**src/rtl/core/tts_pkg.sv**
```systemverilog
// ----------------------------------------------------------------------------
// Tick task scheduler package
// Shared request and response types, operation and status codes, and the
// layout of one task slot entry held in the slot memory.
// ----------------------------------------------------------------------------
package tts_pkg;

   localparam int PERIOD_W = 16;
   localparam int PRIO_W   = 8;

   localparam logic [2:0] OP_SPAWN    = 3'd0;
   localparam logic [2:0] OP_START    = 3'd1;
   localparam logic [2:0] OP_STOP     = 3'd2;
   localparam logic [2:0] OP_SETPER   = 3'd3;
   localparam logic [2:0] OP_TICK     = 3'd4;
   localparam logic [2:0] OP_DISPATCH = 3'd5;
   localparam logic [2:0] OP_CLEAR    = 3'd6;

   localparam logic [1:0] ST_OK     = 2'd0;
   localparam logic [1:0] ST_FULL   = 2'd1;
   localparam logic [1:0] ST_UNUSED = 2'd2;

   localparam int MAX_RES = 8;

   typedef struct packed {
      logic [2:0]          req_type;
      logic [2:0]          slot_id;
      logic [PERIOD_W-1:0] task_period;
      logic [PRIO_W-1:0]   task_priority;
   } tts_req_type;

   typedef struct packed {
      logic [2:0]          result_slot;
      logic                slot_valid;
      logic [1:0]          status;
      logic                last_result;
      logic [3:0]          used_slots;
      logic [PERIOD_W-1:0] tick_count;
   } tts_rsp_type;

   typedef struct packed {
      logic [PERIOD_W-1:0] period;
      logic [PERIOD_W-1:0] countdown;
      logic [PRIO_W-1:0]   priority_lvl;
   } tts_entry_type;

   localparam int ENTRY_W = $bits(tts_entry_type);

   // Countdown value a slot is armed with: period less one, or zero for one-shot.
   function automatic logic [PERIOD_W-1:0] arm_value(input logic [PERIOD_W-1:0] p);
      return (p == '0) ? '0 : p - 1'b1;
   endfunction

endpackage

```
**src/rtl/core/tts_ram.sv**
```systemverilog
// ----------------------------------------------------------------------------
// Tick task scheduler RAM
// Generic single write port, single read port memory with registered read.
// ----------------------------------------------------------------------------
module tts_ram #(
   parameter int WIDTH = 40,
   parameter int DEPTH = 8
) (
   input  logic                                   clock,
   input  logic                                   wr_en,
   input  logic [(DEPTH > 1 ? $clog2(DEPTH) : 1)-1:0] wr_addr,
   input  logic [WIDTH-1:0]                       wr_data,
   input  logic [(DEPTH > 1 ? $clog2(DEPTH) : 1)-1:0] rd_addr,
   output logic [WIDTH-1:0]                       rd_data
);

   logic [WIDTH-1:0] mem_ff [DEPTH];
   logic [WIDTH-1:0] rd_data_ff;

   always_ff @(posedge clock) begin
      if (wr_en) begin
         mem_ff[wr_addr] <= wr_data;
      end
      rd_data_ff <= mem_ff[rd_addr];
   end

   assign rd_data = rd_data_ff;

endmodule

```
**src/rtl/core/tick_task_scheduler.sv**
```systemverilog
// ----------------------------------------------------------------------------
// Tick task scheduler
// A table of periodic task slots with a tick counter and a priority
// dispatcher. Marks live in flip-flops; period, countdown and priority live
// in one slot memory that is read, modified and written back.
// ----------------------------------------------------------------------------
//  Channel   Handshake             Payload    Direction
//  request   start / busy          req_item   in
//  response  rsp_valid (strobe)    rsp_item   out
//
// Spawn, stop, clear and no-op requests go straight to their result; start
// and set period on a used slot first pass a read-modify-write state, since
// the slot entry is read from the memory and written back. A tick reads each
// slot in turn and writes back the updated countdown of each used, enabled
// slot in the cycle after its read, then gives its result. A dispatch runs one
// scan over all slots for each slot it emits (at most eight scans, plus one if
// fewer are ready), then sends its results one after another through the
// output register. Results are strobed for a single cycle and cannot be stalled.
// Reset is synchronous and clears all marks and the tick counter; the memory
// needs no clearing, because only entries of slots marked used are acted on.
// ----------------------------------------------------------------------------
module tick_task_scheduler #(
   parameter int SLOTS = 8
) (
   input  logic                 clock,
   input  logic                 reset,
   input  logic                 start,
   output logic                 busy,
   input  tts_pkg::tts_req_type req_item,
   output logic                 rsp_valid,
   output tts_pkg::tts_rsp_type rsp_item
);

   import tts_pkg::*;

   localparam int IW = (SLOTS > 1) ? $clog2(SLOTS) : 1;
   localparam logic [IW-1:0] LAST_IDX = IW'(SLOTS - 1);

   // Sequencer states.
   localparam logic [2:0] S_IDLE = 3'd0;
   localparam logic [2:0] S_RMW  = 3'd1;
   localparam logic [2:0] S_TICK = 3'd2;
   localparam logic [2:0] S_DISP = 3'd3;
   localparam logic [2:0] S_EMIT = 3'd4;

   logic [2:0]       state_ff, state_in;
   logic [SLOTS-1:0] used_ff, used_in;
   logic [SLOTS-1:0] en_ff, en_in;
   logic [SLOTS-1:0] rdy_ff, rdy_in;
   logic [15:0]      tick_ff, tick_in;
   tts_req_type      req_ff, req_in;

   // Scan pipeline: one slot address issued per cycle, compared in the cycle after.
   logic [IW-1:0]    scan_idx_ff, scan_idx_in;
   logic             scan_run_ff, scan_run_in;
   logic             cmp_v_ff, cmp_v_in;
   logic [IW-1:0]    cmp_idx_ff, cmp_idx_in;

   // Best candidate found so far in the current dispatch scan.
   logic             have_ff, have_in;
   logic [IW-1:0]    best_ff, best_in;
   logic [PRIO_W-1:0]   best_prio_ff, best_prio_in;
   logic [PERIOD_W-1:0] best_per_ff, best_per_in;

   // Result list for the current request.
   logic [2:0]       res_slot_ff [MAX_RES];
   logic [2:0]       res_slot_in [MAX_RES];
   logic [3:0]       res_n_ff, res_n_in;
   logic             res_valid_ff, res_valid_in;
   logic [1:0]       res_status_ff, res_status_in;
   logic [2:0]       emit_ff, emit_in;

   logic             rsp_valid_ff, rsp_valid_in;
   tts_rsp_type      rsp_ff, rsp_in;

   // Slot memory ports.
   logic             ram_we;
   logic [IW-1:0]    ram_waddr;
   tts_entry_type    ram_wdata;
   logic [IW-1:0]    ram_raddr;
   tts_entry_type    ram_rdata;

   logic             accept;
   logic [IW-1:0]    id_idx;
   logic             id_ok;
   logic [IW-1:0]    free_idx;
   logic             free_found;
   logic [6:0]       used_cnt;
   logic [3:0]       used_sat;

   // Dispatch compare terms.
   logic             elig;
   logic             cand;
   logic             have_n;
   logic [IW-1:0]    best_n;
   logic [PERIOD_W-1:0] best_per_n;
   logic [3:0]       new_n;
   logic             emit_last;

   tts_ram #(
      .WIDTH(ENTRY_W),
      .DEPTH(SLOTS)
   ) u_slot_ram (
      .clock  (clock),
      .wr_en  (ram_we),
      .wr_addr(ram_waddr),
      .wr_data(ram_wdata),
      .rd_addr(ram_raddr),
      .rd_data(ram_rdata)
   );

   assign busy      = (state_ff != S_IDLE);
   assign accept    = start && !busy;
   assign rsp_valid = rsp_valid_ff;
   assign rsp_item  = rsp_ff;

   // A slot number is only meaningful when it lies inside the table and is used.
   assign id_idx = IW'(req_item.slot_id);
   assign id_ok  = ({4'd0, req_item.slot_id} < 7'(SLOTS)) && used_ff[id_idx];

   // The lowest free slot is the one a spawn takes.
   always_comb begin
      free_idx   = '0;
      free_found = 1'b0;
      for (int i = SLOTS - 1; i >= 0; i--) begin
         if (!used_ff[i]) begin
            free_idx   = IW'(i);
            free_found = 1'b1;
         end
      end
   end

   assign used_cnt = 7'($countones(used_ff));
   assign used_sat = (used_cnt > 7'd15) ? 4'd15 : used_cnt[3:0];

   // Dispatch candidate: strictly lower priority wins, so ties keep the lower slot.
   assign elig       = used_ff[cmp_idx_ff] && en_ff[cmp_idx_ff] && rdy_ff[cmp_idx_ff];
   assign cand       = elig && (!have_ff || (ram_rdata.priority_lvl < best_prio_ff));
   assign have_n     = have_ff || cand;
   assign best_n     = cand ? cmp_idx_ff : best_ff;
   assign best_per_n = cand ? ram_rdata.period : best_per_ff;
   assign new_n      = res_n_ff + {3'd0, have_n};
   assign emit_last  = (({1'b0, emit_ff} + 4'd1) == res_n_ff);

   always_comb begin
      state_in      = state_ff;
      used_in       = used_ff;
      en_in         = en_ff;
      rdy_in        = rdy_ff;
      tick_in       = tick_ff;
      req_in        = req_ff;
      scan_idx_in   = scan_idx_ff;
      scan_run_in   = scan_run_ff;
      cmp_v_in      = scan_run_ff;
      cmp_idx_in    = scan_idx_ff;
      have_in       = have_ff;
      best_in       = best_ff;
      best_prio_in  = best_prio_ff;
      best_per_in   = best_per_ff;
      res_slot_in   = res_slot_ff;
      res_n_in      = res_n_ff;
      res_valid_in  = res_valid_ff;
      res_status_in = res_status_ff;
      emit_in       = emit_ff;
      rsp_valid_in  = 1'b0;
      rsp_in        = rsp_ff;
      ram_we        = 1'b0;
      ram_waddr     = cmp_idx_ff;
      ram_wdata     = ram_rdata;
      ram_raddr     = scan_idx_ff;

      // The scan address counter runs whenever a scan is active.
      if (scan_run_ff) begin
         if (scan_idx_ff == LAST_IDX) begin
            scan_run_in = 1'b0;
         end else begin
            scan_idx_in = scan_idx_ff + 1'b1;
         end
      end

      unique case (state_ff)
         S_IDLE: begin
            if (accept) begin
               req_in        = req_item;
               res_n_in      = 4'd1;
               res_valid_in  = 1'b0;
               res_status_in = ST_OK;
               emit_in       = '0;
               state_in      = S_EMIT;
               ram_raddr     = id_idx;
               unique case (req_item.req_type)
                  OP_SPAWN: begin
                     if (free_found) begin
                        ram_we                 = 1'b1;
                        ram_waddr              = free_idx;
                        ram_wdata.period       = req_item.task_period;
                        ram_wdata.countdown    = arm_value(req_item.task_period);
                        ram_wdata.priority_lvl = req_item.task_priority;
                        used_in[free_idx]      = 1'b1;
                        en_in[free_idx]        = 1'b1;
                        rdy_in[free_idx]       = 1'b0;
                        res_slot_in[0]         = 3'(free_idx);
                        res_valid_in           = 1'b1;
                     end else begin
                        res_status_in = ST_FULL;
                     end
                  end
                  OP_START, OP_SETPER: begin
                     if (id_ok) begin
                        state_in = S_RMW;
                     end else begin
                        res_status_in = ST_UNUSED;
                     end
                  end
                  OP_STOP: begin
                     if (id_ok) begin
                        en_in[id_idx]  = 1'b0;
                        rdy_in[id_idx] = 1'b0;
                     end else begin
                        res_status_in = ST_UNUSED;
                     end
                  end
                  OP_TICK: begin
                     tick_in     = tick_ff + 16'd1;
                     scan_idx_in = '0;
                     scan_run_in = 1'b1;
                     state_in    = S_TICK;
                  end
                  OP_DISPATCH: begin
                     res_n_in    = 4'd0;
                     have_in     = 1'b0;
                     scan_idx_in = '0;
                     scan_run_in = 1'b1;
                     state_in    = S_DISP;
                  end
                  OP_CLEAR: begin
                     used_in = '0;
                     en_in   = '0;
                     rdy_in  = '0;
                     tick_in = '0;
                  end
                  default: begin
                  end
               endcase
            end
         end

         S_RMW: begin
            ram_we    = 1'b1;
            ram_waddr = IW'(req_ff.slot_id);
            if (req_ff.req_type == OP_START) begin
               ram_wdata.countdown = arm_value(ram_rdata.period);
               en_in[IW'(req_ff.slot_id)]  = 1'b1;
               rdy_in[IW'(req_ff.slot_id)] = 1'b0;
            end else begin
               ram_wdata.period = req_ff.task_period;
            end
            state_in = S_EMIT;
         end

         S_TICK: begin
            if (cmp_v_ff) begin
               if (used_ff[cmp_idx_ff] && en_ff[cmp_idx_ff]) begin
                  if (ram_rdata.countdown == '0) begin
                     rdy_in[cmp_idx_ff] = 1'b1;
                     if (ram_rdata.period != '0) begin
                        ram_we              = 1'b1;
                        ram_wdata.countdown = arm_value(ram_rdata.period);
                     end
                  end else begin
                     ram_we              = 1'b1;
                     ram_wdata.countdown = ram_rdata.countdown - 1'b1;
                  end
               end
               if (cmp_idx_ff == LAST_IDX) begin
                  state_in = S_EMIT;
               end
            end
         end

         S_DISP: begin
            if (cmp_v_ff) begin
               if (cmp_idx_ff != LAST_IDX) begin
                  have_in      = have_n;
                  best_in      = best_n;
                  best_prio_in = cand ? ram_rdata.priority_lvl : best_prio_ff;
                  best_per_in  = best_per_n;
               end else begin
                  // End of one scan: take the winner out of the ready set, and free it if one-shot.
                  if (have_n) begin
                     rdy_in[best_n] = 1'b0;
                     if (best_per_n == '0) begin
                        used_in[best_n] = 1'b0;
                        en_in[best_n]   = 1'b0;
                     end
                     res_slot_in[res_n_ff[2:0]] = 3'(best_n);
                     res_n_in = new_n;
                  end
                  if (have_n && (new_n != 4'(MAX_RES))) begin
                     have_in     = 1'b0;
                     scan_idx_in = '0;
                     scan_run_in = 1'b1;
                  end else begin
                     res_valid_in = (new_n != 4'd0);
                     res_n_in     = (new_n == 4'd0) ? 4'd1 : new_n;
                     state_in     = S_EMIT;
                  end
               end
            end
         end

         S_EMIT: begin
            rsp_valid_in       = 1'b1;
            rsp_in.result_slot = res_valid_ff ? res_slot_ff[emit_ff] : 3'd0;
            rsp_in.slot_valid  = res_valid_ff;
            rsp_in.status      = res_status_ff;
            rsp_in.last_result = emit_last;
            rsp_in.used_slots  = used_sat;
            rsp_in.tick_count  = tick_ff;
            emit_in            = emit_ff + 1'b1;
            if (emit_last) begin
               state_in = S_IDLE;
            end
         end

         default: begin
            state_in = S_IDLE;
         end
      endcase
   end

   always_ff @(posedge clock) begin
      if (reset) begin
         state_ff     <= S_IDLE;
         used_ff      <= '0;
         en_ff        <= '0;
         rdy_ff       <= '0;
         tick_ff      <= '0;
         scan_run_ff  <= 1'b0;
         cmp_v_ff     <= 1'b0;
         have_ff      <= 1'b0;
         res_n_ff     <= '0;
         emit_ff      <= '0;
         rsp_valid_ff <= 1'b0;
      end else begin
         state_ff     <= state_in;
         used_ff      <= used_in;
         en_ff        <= en_in;
         rdy_ff       <= rdy_in;
         tick_ff      <= tick_in;
         scan_run_ff  <= scan_run_in;
         cmp_v_ff     <= cmp_v_in;
         have_ff      <= have_in;
         res_n_ff     <= res_n_in;
         emit_ff      <= emit_in;
         rsp_valid_ff <= rsp_valid_in;
      end
      req_ff        <= req_in;
      scan_idx_ff   <= scan_idx_in;
      cmp_idx_ff    <= cmp_idx_in;
      best_ff       <= best_in;
      best_prio_ff  <= best_prio_in;
      best_per_ff   <= best_per_in;
      res_slot_ff   <= res_slot_in;
      res_valid_ff  <= res_valid_in;
      res_status_ff <= res_status_in;
      rsp_ff        <= rsp_in;
   end

`ifndef SYNTHESIS
   // A slot can only be enabled while used, and only ready while enabled.
   a_marks_nested: assert property (@(posedge clock) disable iff (reset)
      ((en_ff & ~used_ff) == '0) && ((rdy_ff & ~en_ff) == '0))
      else $error("slot marks out of order");

   // A result only appears while a request is being worked on.
   a_rsp_in_busy: assert property (@(posedge clock) disable iff (reset)
      rsp_valid |-> $past(busy))
      else $error("result strobe without a request");

   // An accepted transfer always makes the block busy in the next cycle.
   a_accept_busy: assert property (@(posedge clock) disable iff (reset)
      accept |=> busy)
      else $error("request accepted but block not busy");

   // The final result of a request returns the block to idle.
   a_last_idle: assert property (@(posedge clock) disable iff (reset)
      (rsp_valid && rsp_item.last_result) |-> !busy)
      else $error("block still busy after final result");
`endif

endmodule
```
**config.mk**
```make
export PLATFORM = sky130hd
export DESIGN_NAME = tick_task_scheduler
export DESIGN_NICKNAME = d
export VERILOG_FILES = /design/src/rtl/core/tts_pkg.sv /design/src/rtl/core/tts_ram.sv /design/src/rtl/core/tick_task_scheduler.sv
export SDC_FILE = /design/constraint.sdc
export NUM_CORES = 1
export LEC_CHECK = 0
export ABC_AREA = 1
export BUFFER_PORTS_ARGS = -buffer_cell sky130_fd_sc_hd__buf_2
export CAP_MARGIN = 20
export CELL_PAD_IN_SITES_DETAIL_PLACEMENT = 1
export CELL_PAD_IN_SITES_GLOBAL_PLACEMENT = 2
export CORE_MARGIN = 4
export CORE_UTILIZATION = 45
export CTS_CLUSTER_SIZE = 12
export DETAILED_ROUTE_END_ITERATION = 8
export PLACE_DENSITY = 0.86
export SETUP_SLACK_MARGIN = 0.2
export SLEW_MARGIN = 5
export SYNTH_ARGS = -nofsm -noshare
export SYNTH_HDL_FRONTEND = slang
export SYNTH_SLANG_ARGS = --single-unit
```
**constraint.sdc**
```tcl
create_clock -name clock -period 9.3 [get_ports clock]
set_clock_uncertainty 0.1 [all_clocks]
set_input_delay 2.325 -clock clock [delete_from_list [all_inputs] [get_ports clock]]
set_output_delay 2.325 -clock clock [all_outputs]
set_load 0.1 [all_outputs]
```
## Word-level counts from Yosys, hierarchy flattened

Memory sizes are Yosys's and may differ from the RTL's. A register that Yosys moved wholly into a read port is not among the register bits.
Cells that the tools add are included.

| word-level totals | value |
|---|---|
| bits in writable memories | 320 |
| word-level logic and storage cells | 329 |
| register bits | 163 |
| memories | 1 |

Memories:

| name | depth | bits a word | read ports | clocked after Yosys merged registers in | write ports | line | RTL |
|---|---|---|---|---|---|---|---|
| u_slot_ram.mem_ff | 8 | 40 | 1 | 1 | 1 | tts_ram.sv:17 | `logic [WIDTH-1:0] mem_ff [DEPTH];` |

| operators by class | value |
|---|---|
| equality and inequality tests | 37 |
| bitwise gates (word level) | 18 |
| add/subtract/negate cells | 15 |
| reduce and logical (&&, ||, !) cells | 47 |
| order comparisons | 15 |
| mux-type cells | 161 |

Operators with widths:

| operator | count |
|---|---|
| 8-bit two-way mux | 25 |
| 16-bit two-way mux | 9 |
| 40-bit two-way mux | 3 |
| 3-bit two-way mux | 36 |
| 24-bit two-way mux | 3 |
| 8-bit case mux with 3 select lines | 3 |
| 16-bit zero test | 4 |
| 16-bit case mux with 2 select lines | 2 |
| 8-bit bitwise AND | 7 |
| 16-bit case mux with 3 select lines | 1 |
| 16-bit by 1-bit subtractor with 16-bit output (second input constant) | 3 |
| 1-bit two-way mux | 45 |
| 8-bit NOT | 4 |
| 8-bit OR | 4 |
| 8-bit case mux with 2 select lines | 2 |
| 8-bit case mux with 4 select lines | 1 |
| 2-bit != test (second input constant) | 13 |
| 24-bit bitwise mux | 1 |
| 4-bit two-way mux | 6 |
| 3-bit case mux with 2 select lines | 4 |
| 3-bit by 4-bit < comparator with 1-bit output (second input constant) | 5 |
| 3-bit equality test (second input constant) | 6 |
| 16-bit by 1-bit adder with 16-bit output (second input constant) | 1 |
| 16-bit nonzero test | 1 |
| other kinds (50) | 104 |

## Longest topological paths before layout

Gate-level depths: netlist of the first run.

| depth | value |
|---|---|
| word-level depth | 18 |
| depth in mapped cells | 23 |
| depth with buffers taken out | 21 |

## By module

Synthesis of the first run repeated with hierarchy kept, for this count alone.

| second synthesis, totals | value |
|---|---|
| cells, all modules | 2882 |
| area total of the unflattened synthesis | 25328.0 µm² |

Modules (own cells, without submodules):

| module | sequential area each (µm²) | times used | cells each | area an instance (µm²) |
|---|---|---|---|---|
| tts_ram | 10410.0 | 1 | 1441 | 14799.2 |
| tick_task_scheduler | 4294.1 | 1 | 1441 | 10528.8 |

## Worst setup path after synthesis of the first run

OpenSTA, ideal clock, no wires.

| path | value |
|---|---|
| kind | input-to-reg |
| start | input start |
| end | memory u_slot_ram.mem_ff[0][0], enable pin |
| slack | 3221 ps |
| arrival time | 5542 ps |
| cell stages on the path | 10 |
| required time | 8763 ps |
| cells stage by stage | inv_1 > nor2_4 > inv_1 > nor2_1 > inv_1 > nand2_1 > o22ai_1 > a21oi_1 > inv_1 > nor2_1 |

| between the ends | value |
|---|---|
| word-level cells in the longest chain between the ends | 5 |
| elaborated cells between the ends (all ways) | 7 |

Ends and longest elaborated chain:

| item | line | RTL |
|---|---|---|
| start, declared | tick_task_scheduler.sv:27 | `input logic start,` |
| 1-bit logical AND (*) | tick_task_scheduler.sv:113 | `assign accept = start && !busy;` |
| 1-bit two-way mux | tick_task_scheduler.sv:183 | `if (accept) begin` |
| 1-bit case mux with 3 select lines | tick_task_scheduler.sv:181 | `unique case (state_ff)` |
| 1-bit two-way mux | tts_ram.sv:21 | `if (wr_en) begin` |
| 1-bit two-way mux (not written as such) | tts_ram.sv:22 | `mem_ff[wr_addr] <= wr_data;` |
| end, declared | tts_ram.sv:17 |  |

Mark *: on every way between the ends. The rest lies on a longest branch, timed or not.

## Final worst setup path of the first run

| path | value |
|---|---|
| start | input start |
| end | memory u_slot_ram.mem_ff[1][13], enable pin |

The elaborated chain is that of the path after synthesis.

==> impl_results.md, run 1 <==
- Post-synth top flop: edfxtp_1
- Critical hold path startpoint: cmp_idx_in[1]
- Die Area: between 50000 and 60000 um^2
- Clk pin slew, worst setup/hold paths: about 60 ps
- Period Utilization, post-route: roughly two thirds
- Slew of the pin with the lowest slew margin: 1080 ps
- Max-slew violations: 0
- Fin util: between 50% and 60%
- Reg-to-reg startpoint: cmp_idx_ff[0]
- Post-CTS Setup Bufs: 0
- Drt drc: 0
- Synth cell count leaders: 423 x edfxtp_1, 332 x nand2_1, 295 x nor2_1
- Initial Util: 45.5%
- Hold-fix buffers at CTS: 0
- DIE WIDTH: about 240 um
- Number of hold violations in the final report: 0
- Initial DRC count: around 1300
- Drt via density: between 5 and 6
- Synth Warn #: 0
- Worst hold path class: flop to flop
- CP cell instances: buf_2 -> inv_1 -> nor2_4 -> buf_4 -> inv_1 -> nor2_2 -> buf_4 -> inv_1 -> buf_4 -> nand2_1 -> inv_1 -> a21oi_1 -> nand3_1 -> nor2_4 -> buf_4
- Mean Syn Cell Area: around 10 um^2
- CP Capture Type: flop
- Min-Delay Path Depth: 0
- Max stage delay cell, worst path: nor2_4
- Post-synth ARST share: 0%
- Drt wl/cell: 23.2 um
- Pwr Density: 344 nW/um^2
- Inst Count DP: between 2000 and 3000
- Critical path arrival: a little over 6000 ps
- Die height: between 200 and 250 um
- Slew headroom: between 20 and 30%
- Top cells by area, synth: edfxtp_1 54%, dfxtp_1 8.5%, o21ai_0 5.5%
- Final Non-Filler Cells: slightly above 3000
- Worst-path fanout max: 30
- Synth area leader: edfxtp_1
- First-pass GRT wire length: ~110 mm
- Share of layout cells above drive strength 1: approximately 9%
- Vias in the first global route: roughly 18000
- Outcome: finished, final reports clean
- Worst R2R Path Depth: 16
- Clock latency at the later pin of the worst-skew pair: just over 600 ps
- R2r endpoint: u_slot_ram.mem_ff[1][13]
- Post-detail-place hpwl: 46.5 mm
- Core ar.: 51500 um^2
- IO buf count: between 60 and 70
- Type of origin of the critical path: input pin
- Total grt overflow: 0
- Final WL: about 71 mm
- Max-Cap Viols: 0
- Hold EP: cmp_idx_ff[1]
- CTS Buffer Depth: 3
- R2r setup slk: between 3000 and 4000 ps
- H-Tree Level Count: 2
- Io pins: a little over 60
- Root buf cell: clkbuf_16
- Mapped cell area: 23500 um^2
- Synth Net Count: between 2000 and 2500
- Leakage: 0.00954 uW
- Antenna violations before repair: 0
- Peak supply drop: around 300 uV
- CTS buffer count: 55
- Crit path time final: around 6000 ps
- Synth top area share: a little over half
- WP data required: roughly 9500 ps
- Tot Pwr: approximately 9000 uW
- RSZ-0062 raised after global routing: no
- Vias: around 18000
- RD Place Congestion: 0.910
- Setup violators final: 0
- Final #Nets: around 2400
- CTS tree: built
- Setup tns final: 0 ps
- Post-route ant nets: 0
- Distinct cell type count after synthesis: 55
- GRT Resource Usage Total: ~25%
- Most instantiated library cell after synthesis: edfxtp_1
- Largest stage delay on the critical path: 730 ps
- Ant. Diodes: 0
- Syn Inst Count: 2290
- Fin Hold WS: about 290 ps
- Crit Path Class: input pin to flop
- DRT Pass-1 Iters: 5
- Largest net degree at the start of global routing: 85
- FF+latch count, synth: roughly 520
- Row count: 83
- Register area share after synthesis: a little over three fifths
- Post-synth EDFFs: 423
- Cts repair resizes: 0
- Clk sinks: between 500 and 600
- Max Freq: around 0.16 GHz
- Layout area overhead: 11.7%
## power by group
group,internal [uW],switching (uW)
registers,3300,307
clock network,1220,906
logic,831,2450
## critical path: cells and delay by family
family,cells,cell delay (ps)
buffers and inverters,9,2070
AND/OR/NAND/NOR,5,1410
AO/OA/AOI/OAI,1,320
## sequential cells by signal, summed over array words and instances (netlist names), 2 cells and up
| register | cells |
|---|---|
| best_ff | 3 |
| best_per_ff | 16 |
| best_prio_ff | 8 |
| cmp_idx_ff | 3 |
| cmp_idx_in | 3 |
| emit_ff | 3 |
| en_ff | 8 |
| rdy_ff | 8 |
| req_ff | 22 |
| res_n_ff | 4 |
| res_slot_ff | 24 |
| res_status_ff | 2 |
| rsp_item | 27 |
| state_ff | 3 |
| tick_ff | 16 |
| u_slot_ram.mem_ff | 320 |
| u_slot_ram.rd_data | 40 |
| used_ff | 8 |
## routing by layer
metal / global-route usage [%] / vias up / routed length [um]
met2: 41.8 / 517 / 34300
li1: - / 8188 / -
met3: 3.20 / 135 / 3900
met1: 33.8 / 8948 / 30800
met5: 0 / - / 0
met4: 7.38 / 0 / 1880
## worst max-delay path by stage
stage	from	endpoint	slack [ps]	cells after the start
floorplan	start	u_slot_ram.mem_ff[0][0]	3220	10
global placement	start	u_slot_ram.mem_ff[0][20]	2790	15
detailed placement	start	u_slot_ram.mem_ff[2][8]	2640	17
CTS	start	u_slot_ram.mem_ff[0][21]	3290	15
global route	start	u_slot_ram.mem_ff[2][8]	3030	17
finish	start	u_slot_ram.mem_ff[1][13]	3240	15
## final cells by class
| type | count | area [um^2] |
|---|---|---|
| flip-flops and latches | 523 | 14700 |
| fillers | 5651 | 25300 |
| repair buffers | 92 | 548 |
| multi-input cells | 1468 | 7630 |
| clock buffers | 76 | 1520 |
| well taps | 680 | 851 |
| inverters | 200 | 754 |
| clock inverters | 20 | 205 |
## metrics by stage
step           cell area (um^2)  setup slack (ps)
6_report                  26200              3240
5_1_grt                   26200              3030
4_1_cts                   26200              3290
3_5_place_dp              24500              2640
3_3_place_gp              24500              2790
2_1_floorplan             23500              3220
## cells by family after synthesis
| group | count (synthesis) | synth area share [%] |
|---|---|---|
| flops | 523 | 62.7 |
| compound gates | 604 | 15.3 |
| buf+inv | 299 | 5.02 |
| xor+xnor | 29 | 1.08 |
| simple gates | 813 | 14.6 |
| fa+ha+maj | 22 | 1.30 |
## placed cells by master (no fill, tap or decap), drive strengths merged, types with 2 or more instances in the layout
| cell type | instances |
|---|---|
| a211oi | 6 |
| a21oi | 81 |
| a31oi | 54 |
| buf | 92 |
| bufinv | 3 |
| clkbuf | 76 |
| clkinv | 19 |
| dfxtp | 100 |
| edfxtp | 423 |
| fa | 4 |
| ha | 18 |
| inv | 198 |
| nand2 | 342 |
| nand3 | 93 |
| nand4 | 18 |
| nor2 | 301 |
| nor3 | 51 |
| nor4 | 3 |
| o2111ai | 9 |
| o211a | 2 |
| o211ai | 24 |
| o21a | 4 |
| o21ai | 268 |
| o21bai | 80 |
| o221ai | 10 |
| o22ai | 57 |
| o31ai | 2 |
| or2 | 2 |
| xnor2 | 6 |
| xor2 | 23 |
No activity file was read; power rests on OpenSTA's default activity.
==> run 2, diff against run 1 <==
CORE_UTILIZATION = 41   (was 45)
PLACE_DENSITY = 0.8   (was 0.86)
clock period = 6.2 ns   (was 9.3 ns; I/O delays follow)
==> run 2 against run 1 <==
Setup slack worse by 1500 ps. Clock-buffer cell count is 12 higher. Routed wire length is 0.86% higher. Worst hold slack worse by 8.7 ps. Die area is 9.4% higher. Core utilization is 4.0 points lower. Via count is 1.3% lower. Design area is 1.1% higher. Non-clock buffer count is 2 higher. Total power is 52% higher. Combinational power is 50% higher. Critical endpoint is now u_slot_ram.mem_ff[4][19].
==> impl_results.md, run 2 (synthesis results as in run 1) <==
- Fillers: 6233 (+10%)
- CP dominant cell by count: nand2_1
- Final WL: 71.5 mm (+0.86%)
- Initial Util: 41.5% (-4.0 points)
- IO buf count: 61 (unchanged)
- H-Tree Level Count: 2 (unchanged)
- R2r setup slk: 1760 ps (-2230 ps)
- Core ar.: 56500 um^2 (+9.7%)
- Worst hold path class: flop to flop
- Layout area overhead: 13.0%
- Worst-path fanout max: 22 (-27%)
- DRT Pass-1 Iters: 6 (+1)
- Post-route ant nets: 0 (unchanged)
- Io pins: 62 (unchanged)
- Share of layout cells above drive strength 1: 9.62% (+0.42 points)
- RSZ-0062 raised after global routing: no
- Setup violators final: 0 (unchanged)
- Ant. Diodes: 0 (unchanged)
- Setup tns final: 0 ps (unchanged)
- Leading cell types in the layout, fill and taps excluded: 423 x edfxtp_1, 331 x nand2_1, 291 x nor2_1
- CTS buffer count: 56 (+1.8%)
- R2r endpoint: u_slot_ram.mem_ff[4][19]
- Clk pin slew, worst setup/hold paths: 60 ps (about the same)
- Clock latency at the later pin of the worst-skew pair: 610 ps (about the same)
- Most common cell after layout, fill and taps aside: edfxtp_1
- Vias: 17600 (-1.3%)
- Total grt overflow: 0 (unchanged)
- Drt drc: 0 (unchanged)
- Outcome: finished, final reports clean
- CP Capture Type: flop
- Reg-to-reg startpoint: cmp_idx_ff[0]
- DIE WIDTH: 247 um (+4.6%)
- CTS tree: built
- CTS Buffer Depth: 3 (unchanged)
- Worst R2R Path Depth: 17 (+1)
- Final #Nets: 2398 (+0.13%)
- Critical hold path startpoint: cmp_idx_in[1]
- Post-detail-place hpwl: 46.1 mm (-0.81%)
- Type of origin of the critical path: flop
- Fin Hold WS: 277 ps (-8.74 ps)
- Max-Cap Viols: 0 (unchanged)
- Max stage delay cell, worst path: dfxtp_1
- CP cell instances: inv_2 -> nand2_1 -> nand2_1 -> nand2_1 -> nand2_1 -> nand2_1 -> nand2_2 -> nand2_4 -> nor2_1 -> buf_4 -> inv_1 -> nor2_2 -> a21oi_1 -> nor3_1 -> nand2_1 -> inv_2 -> buf_12
- Die height: 247 um (+4.6%)
- GRT Resource Usage Total: 23.2% (-1.6 points)
- Peak supply drop: 312 uV (+5.9%)
- Tot Pwr: 13700 uW (+52%)
- Hold EP: cmp_idx_ff[1]
- Crit Path Class: flop to flop
- WP data required: 6390 ps (-3060 ps)
- Largest net degree at the start of global routing: 83 (-2.4%)
- Largest stage delay on the critical path: 580 ps (-150 ps)
- Max reg flops: 320 (unchanged)
- Antenna violations before repair: 0 (unchanged)
- Max Freq: approximately 0.23 GHz
- Number of hold violations in the final report: 0 (unchanged)
- Clk sinks: 523 (unchanged)
- Drt via density: 5.58 (-4.0%)
- Row count: 87 (+4.8%)
- Critical path arrival: 4630 ps (-1590 ps)
- Pwr Density: 517 nW/um^2 (+50%)
- Min-Delay Path Depth: 0 (unchanged)
- Max-slew violations: 0 (unchanged)
- Root buf cell: clkbuf_16
- Die Area: 61100 um^2 (+9.4%)
- RD Place Congestion: 0.896 (-1.5%)
- Cts repair resizes: 0 (unchanged)
- Slew headroom: 29.1% (+1.1 points)
- Largest Register: u_slot_ram.mem_ff
- Multi-input gate area: 7630 um^2 (unchanged)
- Drt wl/cell: 22.7 um (-1.9%)
- Leakage: 0.00963 uW (+0.87%)
- Inst Count DP: 3041 (+2.6%)
- Final Non-Filler Cells: 3146 (+2.8%)
- Post-CTS Setup Bufs: 0 (unchanged)
- Period Utilization, post-route: a little under three quarters
- First-pass GRT wire length: 109 mm (+0.40%)
- Sequential Area: 14700 um^2 (unchanged)
- Vias in the first global route: 18200 (-1.5%)
- Crit path time final: roughly 4400 ps
- Initial DRC count: 1249 (-4.2%)
- Hold-fix buffers at CTS: 0 (unchanged)
- Slew of the pin with the lowest slew margin: 1060 ps (-14.3 ps)
-- run 2: cell count changes in the layout (fill, tap and decap cells not counted), sizes merged --
cell / previous run / this run
buf: 92 / 94
bufinv: 3 / 4
clkbuf: 76 / 88
clkinv: 19 / 13
clkinvlp: 0 / 3
inv: 198 / 197
-- run 2: where the power goes --
part	total [uW]	switching (uW)	internal, uW
logic	4930	3670	1250
clock network	3360	1370	2000
registers	5400	456	4950
-- run 2: cell type report --
| class | count | share of cell area [%] |
|---|---|---|
| multi-input combinational | 1468 | 28.8 |
| clock inverter | 17 | 0.769 |
| tap | 756 | 3.57 |
| inverter | 200 | 2.85 |
| clock buffer | 88 | 6.24 |
| timing repair buffer | 94 | 2.31 |
| sequential | 523 | 55.5 |
-- run 2: layer usage --
| metal | up-vias | track usage, % | wire length [um] |
|---|---|---|---|
| li1 | 8202 | - | - |
| met1 | 8840 | 31.2 | 31800 |
| met2 | 403 | 39.9 | 35000 |
| met3 | 109 | 3.44 | 3220 |
| met4 | 0 | 5.62 | 1460 |
| met5 | - | 0 | 0 |
-- run 2: worst max-delay path: cells and delay by family (launching register included) --
| family | cells | cell delay [ps] |
|---|---|---|
| AO/OA/AOI/OAI | 1 | 210 |
| buffers and inverters | 5 | 1580 |
| AND/OR/NAND/NOR | 11 | 1610 |
| flip-flops | 1 | 580 |
-- run 2: how the worst max path moves through the flow --
stage                              from                        to  cells after the start
after floorplan                   start   u_slot_ram.mem_ff[0][0]                     10
after global placement      req_item[9]  u_slot_ram.mem_ff[3][21]                     12
after detailed placement          start  u_slot_ram.mem_ff[4][16]                     15
after CTS                 cmp_idx_ff[0]  u_slot_ram.mem_ff[4][16]                     17
after global routing        req_item[9]  u_slot_ram.mem_ff[6][17]                     12
final                     cmp_idx_ff[0]  u_slot_ram.mem_ff[4][19]                     17
-- run 2: stage by stage --
| step | instance area, um^2 | util, % | worst slack, ps |
|---|---|---|---|
| CTS | 26500 | 46.9 | 1770 |
| detailed placement | 24600 | 43.6 | 1200 |
| global placement | 24600 | 43.6 | 1330 |
| global route | 26500 | 46.9 | 1490 |
| floorplan | 23500 | - | 896 |
| finish | 26500 | 46.9 | 1760 |
